## src/hw/rtl/sliding_window_minimum_assert.svh

```systemverilog
// assertion macros for the sliding window minimum block
`ifndef SLIDING_WINDOW_MINIMUM_ASSERT_SVH
`define SLIDING_WINDOW_MINIMUM_ASSERT_SVH

`ifndef SYNTHESIS

// same-cycle implication, checked outside reset
`define SWM_ASSERT_IMPLIES(label, clk, rst_n, ante, cons, msg) \
    label: assert property (@(posedge clk) disable iff (!rst_n) (ante) |-> (cons)) \
        else $error(msg);

// next-cycle implication, checked outside reset
`define SWM_ASSERT_NEXT(label, clk, rst_n, ante, cons, msg) \
    label: assert property (@(posedge clk) disable iff (!rst_n) (ante) |=> (cons)) \
        else $error(msg);

`else

`define SWM_ASSERT_IMPLIES(label, clk, rst_n, ante, cons, msg)
`define SWM_ASSERT_NEXT(label, clk, rst_n, ante, cons, msg)

`endif

`endif

```

## src/hw/rtl/swm_pkg.sv

```systemverilog
package swm_pkg;

    localparam int SAMPLE_W = 32;
    localparam int WS_W     = 11;

    // controller to datapath
    typedef struct packed {
        logic accept;
        logic rd_back;
        logic drop_front;
        logic pop_back;
        logic push;
        logic load_out;
    } cmd_t;

    // datapath to controller
    typedef struct packed {
        logic cnt_zero;
        logic age_expired;
        logic back_ge;
        logic filled;
        logic out_free;
    } sts_t;

endpackage

```

## src/hw/rtl/swm_ctrl.sv

```systemverilog
module swm_ctrl (
    input  logic          clk,
    input  logic          rst_n,
    input  logic          in_valid,
    output logic          in_ready,
    input  swm_pkg::sts_t sts,
    output swm_pkg::cmd_t cmd
);

    typedef enum logic [7:0] {
        ST_IDLE      = 8'b0000_0001,
        ST_FRONT_RD  = 8'b0000_0010,
        ST_FRONT_CHK = 8'b0000_0100,
        ST_BACK_RD   = 8'b0000_1000,
        ST_BACK_CHK  = 8'b0001_0000,
        ST_PUSH      = 8'b0010_0000,
        ST_HEAD_RD   = 8'b0100_0000,
        ST_DONE      = 8'b1000_0000
    } state_t;

    state_t state_reg, state_next;

    always_comb
    begin
        state_next = state_reg;
        cmd        = '0;
        in_ready   = 1'b0;
        unique case (state_reg)
            ST_IDLE:
            begin
                in_ready = 1'b1;
                if (in_valid)
                begin
                    cmd.accept = 1'b1;
                    state_next = ST_FRONT_RD;
                end
            end
            ST_FRONT_RD:
            begin
                // read address defaults to the front slot
                state_next = sts.cnt_zero ? ST_BACK_RD : ST_FRONT_CHK;
            end
            ST_FRONT_CHK:
            begin
                if (sts.age_expired)
                begin
                    cmd.drop_front = 1'b1;
                    state_next     = ST_FRONT_RD;
                end
                else
                begin
                    state_next = ST_BACK_RD;
                end
            end
            ST_BACK_RD:
            begin
                if (sts.cnt_zero)
                begin
                    state_next = ST_PUSH;
                end
                else
                begin
                    cmd.rd_back = 1'b1;
                    state_next  = ST_BACK_CHK;
                end
            end
            ST_BACK_CHK:
            begin
                if (sts.back_ge)
                begin
                    cmd.pop_back = 1'b1;
                    state_next   = ST_BACK_RD;
                end
                else
                begin
                    state_next = ST_PUSH;
                end
            end
            ST_PUSH:
            begin
                cmd.push   = 1'b1;
                state_next = ST_HEAD_RD;
            end
            ST_HEAD_RD:
            begin
                state_next = ST_DONE;
            end
            ST_DONE:
            begin
                if (!sts.filled)
                begin
                    state_next = ST_IDLE;
                end
                else if (sts.out_free)
                begin
                    cmd.load_out = 1'b1;
                    state_next   = ST_IDLE;
                end
            end
            default:
            begin
                state_next = ST_IDLE;
            end
        endcase
    end

    always_ff @(posedge clk or negedge rst_n)
    begin
        if (!rst_n)
        begin
            state_reg <= ST_IDLE;
        end
        else
        begin
            state_reg <= state_next;
        end
    end

endmodule

```

## config.mk

```make
export PLATFORM = sky130hd
export DESIGN_NAME = swm_ctrl
export DESIGN_NICKNAME = d
export VERILOG_FILES = /design/src/hw/rtl/sliding_window_minimum_assert.svh /design/src/hw/rtl/swm_pkg.sv /design/src/hw/rtl/swm_ctrl.sv
export SDC_FILE = /design/constraint.sdc
export NUM_CORES = 1
export LEC_CHECK = 0
export ABC_CLOCK_PERIOD_IN_PS = 1600
export BUFFER_PORTS_ARGS = -buffer_cell sky130_fd_sc_hd__buf_2
export CAP_MARGIN = 30
export CORE_AREA = 2 2 39 41
export CTS_CLUSTER_DIAMETER = 50
export DETAILED_ROUTE_END_ITERATION = 6
export DIE_AREA = 0 0 41 43
export HOLD_SLACK_MARGIN = 0.1
export PLACE_DENSITY = 0.66
export SYNTH_ARGS = -nofsm -noshare
export SYNTH_HDL_FRONTEND = slang
export SYNTH_SLANG_ARGS = --single-unit
```

## constraint.sdc

```tcl
create_clock -name clk -period 1.6 [get_ports clk]
set_clock_uncertainty 0.2 [all_clocks]
set_input_delay 0 -clock clk [delete_from_list [all_inputs] [get_ports clk]]
set_output_delay 0 -clock clk [all_outputs]
set_load 0.05 [all_outputs]
```

# Word level (Yosys, flattened, before mapping)
# Index checks and enable logic that the tools add are counted.
[word_totals]
reg_bits = 8
in_bits = 8
output_inout_bits = 7
elab_cells = 33
[op_classes]
eq_ne = 10
muxes = 21
reduce_logical = 1
[ops]
columns = ["op", "n"]
rows = [
  ["one-hot mux 8 bit (8 select lines)", 1],
  ["2-to-1 mux 8 bit", 3],
  ["2-to-1 mux 1 bit", 13],
  ["2-to-1 mux 6 bit", 2],
  ["== test 8 x 1 -> 1 bit, second input constant", 1],
  ["== test 8 x 2 -> 1 bit, second input constant", 1],
  ["== test 8 x 3 -> 1 bit, second input constant", 1],
  ["== test 8 x 4 -> 1 bit, second input constant", 1],
  ["== test 8 x 5 -> 1 bit, second input constant", 1],
  ["== test 8 x 6 -> 1 bit, second input constant", 1],
  ["== test 8 x 7 -> 1 bit, second input constant", 1],
  ["== test 8 bit, second input constant", 1],
  ["2-to-1 mux 4 bit", 2],
  ["!= test 3 bit, second input constant", 1],
  ["!= test 2 bit, second input constant", 1],
  ["AND reduction 2 bit", 1],
]

# Longest topological paths before layout
[logic_depth]
ltp_word = 3
mapped_depth = 5
mapped_depth_nobuf = 4

# Worst setup path before layout
# OpenSTA, ideal clock, no wires.
[synth_timing]
kind = "reg2out"
from = "reg state_reg[3]"
to = "out cmd[3] in the netlist's numbering"
arrival_time_ns = 2.312
required_time_ns = 1.400
slack_ns = -0.912
path_stages_with_launch = 4
n_path_buf = 0
path_cell_list = "dfrtp_1 nor3_1 nand2_1 nor4_1"
[synth_rtl]
columns = ["element", "line", "text"]
rows = [
  ["start, declared", "swm_ctrl.sv:21", "state_t state_reg, state_next;"],
  ["start signal, assigned", "swm_ctrl.sv:115", "state_reg <= state_next;"],
  ["end, declared", "swm_ctrl.sv:7", "output swm_pkg::cmd_t cmd"],
]

==> results.py <==
metrics = {
    "outcome": {
        "outcome": "complete, but fails checks",
        "violations": "setup timing",
    },
    "setup_path": {
        "worstSetupStartpointType": "flop",
        "worst-setup-path-type": "flop to output port",
        "crit_fanout": 7,
        "endpoint_kind": "output port",
        "r2r_setup_slack_ns": 0.03,
        "critPathRequiredTime_ns": 1.40,
        "crit_arrival_ns": 1.54,
    },
    "drt": {
        "wire_per_inst_um": 14.74,
        "drc": 0,
        "wl_mm": 1.651,
        "drt-initial-drc-count": 8,
        "routed_via_density": 5.232,
        "vias": 586,
        "drt-pass1-iter-count": 4,
        "ant_nets": 0,
    },
    "placement": {
        "routabilityCongestion": 0.7741,
        "dp.final_hpwl_um": 955.5,
        "port_buffers": 14,
        "dp_cells": 93,
    },
    "die": {
        "start_util_pct": 35.90,
        "die_h_um": 43,
        "die-area_um2": 1763,
        "io_pins": 15,
        "rows": 14,
        "design.core.area_um2": 1384,
        "fp.dieW_um": 41,
    },
    "synthesis": {
        "synth_area_um2": 496.7,
        "post_synth_num_cell_types": 27,
        "yosysSeqAreaShare_pct": 40.55,
        "synth.avg_cell_area_um2": 8.714,
        "netlist_instances": 57,
        "syn-num-nets": 65,
        "synth_warnings": 0,
        "ys_seq_elements": 8,
    },
    "global_routing": {
        "grt.total_usage_pct": 22.75,
        "grt_pass1_wl_mm": 2.663,
        "grt_max_degree": 8,
        "antenna_found_initial": 0,
        "grt-ovfl-total": 0,
        "grt_pass1_vias": 585,
    },
    "cells_and_area": {
        "fin_cells": 112,
        "num_antenna_cells": 0,
        "area_growth_pct": 86.40,
        "seq_area_um2": 205.2,
        "fin_util_pct": 66.91,
        "layout-drive-gt1-share_pct": 57.29,
        "fillCellCount": 98,
        "multi_input_area_um2": 341.6,
        "layout.nets": 105,
        "largest_reg_flops": 8,
    },
    "timing": {
        "fin_ws_ns": -0.1428,
        "rsz0062_at_grt": "true",
        "fmax_ghz": 0.5738,
        "final-setup-viol-count": 7,
        "finalCritPeriodShare_pct": 108.9,
        "hold_viol_final": 0,
        "drv_slew": 0,
        "max_slew_margin_pct": 76.42,
        "layout_min_cycle_time_ns": 1.743,
        "tightest_slew_ns": 0.3525,
    },
    "flow_run": {
        "max_cap_viol_count": 0,
    },
    "hold_path": {
        "hp-class": "input pin to flop",
    },
    "power": {
        "seq_power_share_pct": 26.7,
        "p_per_area_nw_per_um2": 1335,
        "clockPowerShare_pct": 15.0,
        "p_total_mw": 1.236,
        "pwr-share-comb_pct": 58.2,
        "vdd.ir_drop.worst_mv": 0.5999,
        "p_sw_share_pct": 44.04,
        "switchingPower_mw": 0.5444,
        "p_leak_nw": 0.4208,
        "p_int_mw": 0.6919,
    },
    "clock_tree": {
        "cts_tree": "yes",
        "cts_buffers": 3,
        "clkTransAtPathRegs_ns": 0.07,
        "clock_latency_ns": 0.27,
        "cts-root-buf": "clkbuf_4",
        "cts_num_sinks": 8,
        "cts_max_level": 1,
        "clk_path_buf_depth": 2,
    },
}
[area by class of cell]
cell class,count,area share [%]
multi-input cells,42,36.89
repair buffers,37,33.92
inverters,5,2.027
flip-flops and latches,8,22.16
well taps,16,2.162
clock buffers,4,2.838
[cells in the mapped netlist]
cell,number,area (um^2)
nor3_1,4,20.02
inv_2,1,3.750
a31o_2,1,8.760
a211oi_1,1,7.510
dfstp_2,1,26.28
inv_1,4,15.01
o31ai_1,1,7.510
a31oi_1,2,12.51
nand3_1,2,10.01
nor4_1,3,18.77
and2_1,3,18.77
o2111ai_1,1,8.760
nor4b_1,2,17.52
nand2b_1,1,6.260
o21ai_0,1,5.000
nand4_1,1,6.260
nand2_1,4,15.01
o22ai_1,1,6.260
a21oi_1,1,5.000
nor4_2,1,12.51
and4_1,1,8.760
nor4bb_1,1,10.01
nor2_1,7,26.28
buf_6,2,22.52
o21ai_1,1,5.000
dfrtp_1,7,175.2
xor2_1,2,17.52
[metrics by stage]
stage	cell area (um^2)	setup slack, ns	hold WS, ns	TNS, ns
after global routing	925.9	-0.1981	0.3238	-1.247
after CTS	877.1	-0.1314	0.2726	-0.5209
after detailed placement	649.4	0.01818	-0.3482	0
after global placement	649.4	0.02227	-0.3472	0
final	925.9	-0.1428	0.2857	-0.6378
after floorplan	521.8	-0.04956	-0.4956	-0.04956
[cells by family (layout without fill, tap and decap cells)]
family / count (synthesis) / in the layout / share of synthesized area, %
AOI/OAI and AO/OA: 10 / 10 / 13.35
and+or+nand+nor: 30 / 30 / 34.26
xor gates and xnor gates: 2 / 2 / 3.527
DFF: 8 / 8 / 40.56
buffers and inverters: 7 / 46 / 8.310
[final timing paths]
check                             start  depth (start not counted)            to
setup reg to reg           state_reg[6]                          6  state_reg[0]
hold / removal                   sts[2]                          3  state_reg[5]
setup / recovery           state_reg[6]                          4        cmd[5]
max in group asynchronous         rst_n                          3  state_reg[3]
hold reg to reg            state_reg[2]                          2  state_reg[2]
min in group asynchronous         rst_n                          3  state_reg[7]
[worst max-delay path, cell delays in order, from the launching register on]
cell and delay [ns]:
dfrtp_2 0.48, nor4_4 0.27, and4_4 0.25, and2_4 0.14, buf_8 0.13
[power by group through the flow]
stage	Clock [mW]	Combinational [mW]	Sequential, mW
final	0.186	0.720	0.331
after global routing	0.202	0.770	0.336
after CTS	0.183	0.674	0.323
after detailed placement	0	0.577	0.312
after global placement	0	0.582	0.311
after floorplan	0	0.473	0.279
[what timing repair did]
item                                    4_1_cts  5_1_grt
setup buffers                                 3        3
pin swaps                                     1        3
endpoints found under the setup margin        7       10
gates resized for setup                      26        6
endpoints found under the hold margin        15        0
hold buffers                                  9        0
[routing by layer]
metal / wire [um] / share of wire, % / global-route usage (%)
met1: 685 / 41 / 26.64
met2: 887 / 54 / 37.81
met3: 54 / 3.3 / 3.665
met4: 23 / 1.4 / 10.67
met5: 0 / 0 / 0
[cells in the final DEF, fill, tap and decap left out, drive strengths merged, types with 3 or more instances in the layout]
cell type / netlist / final
buf: 2 / 28
dlygate4sd3: 0 / 9
dfrtp: 7 / 7
nor2: 7 / 7
inv: 5 / 5
nand2: 4 / 4
clkbuf: 0 / 4
nor4: 4 / 4
nor3: 4 / 4
and2: 3 / 3
Power figures use the tool's default switching activity.
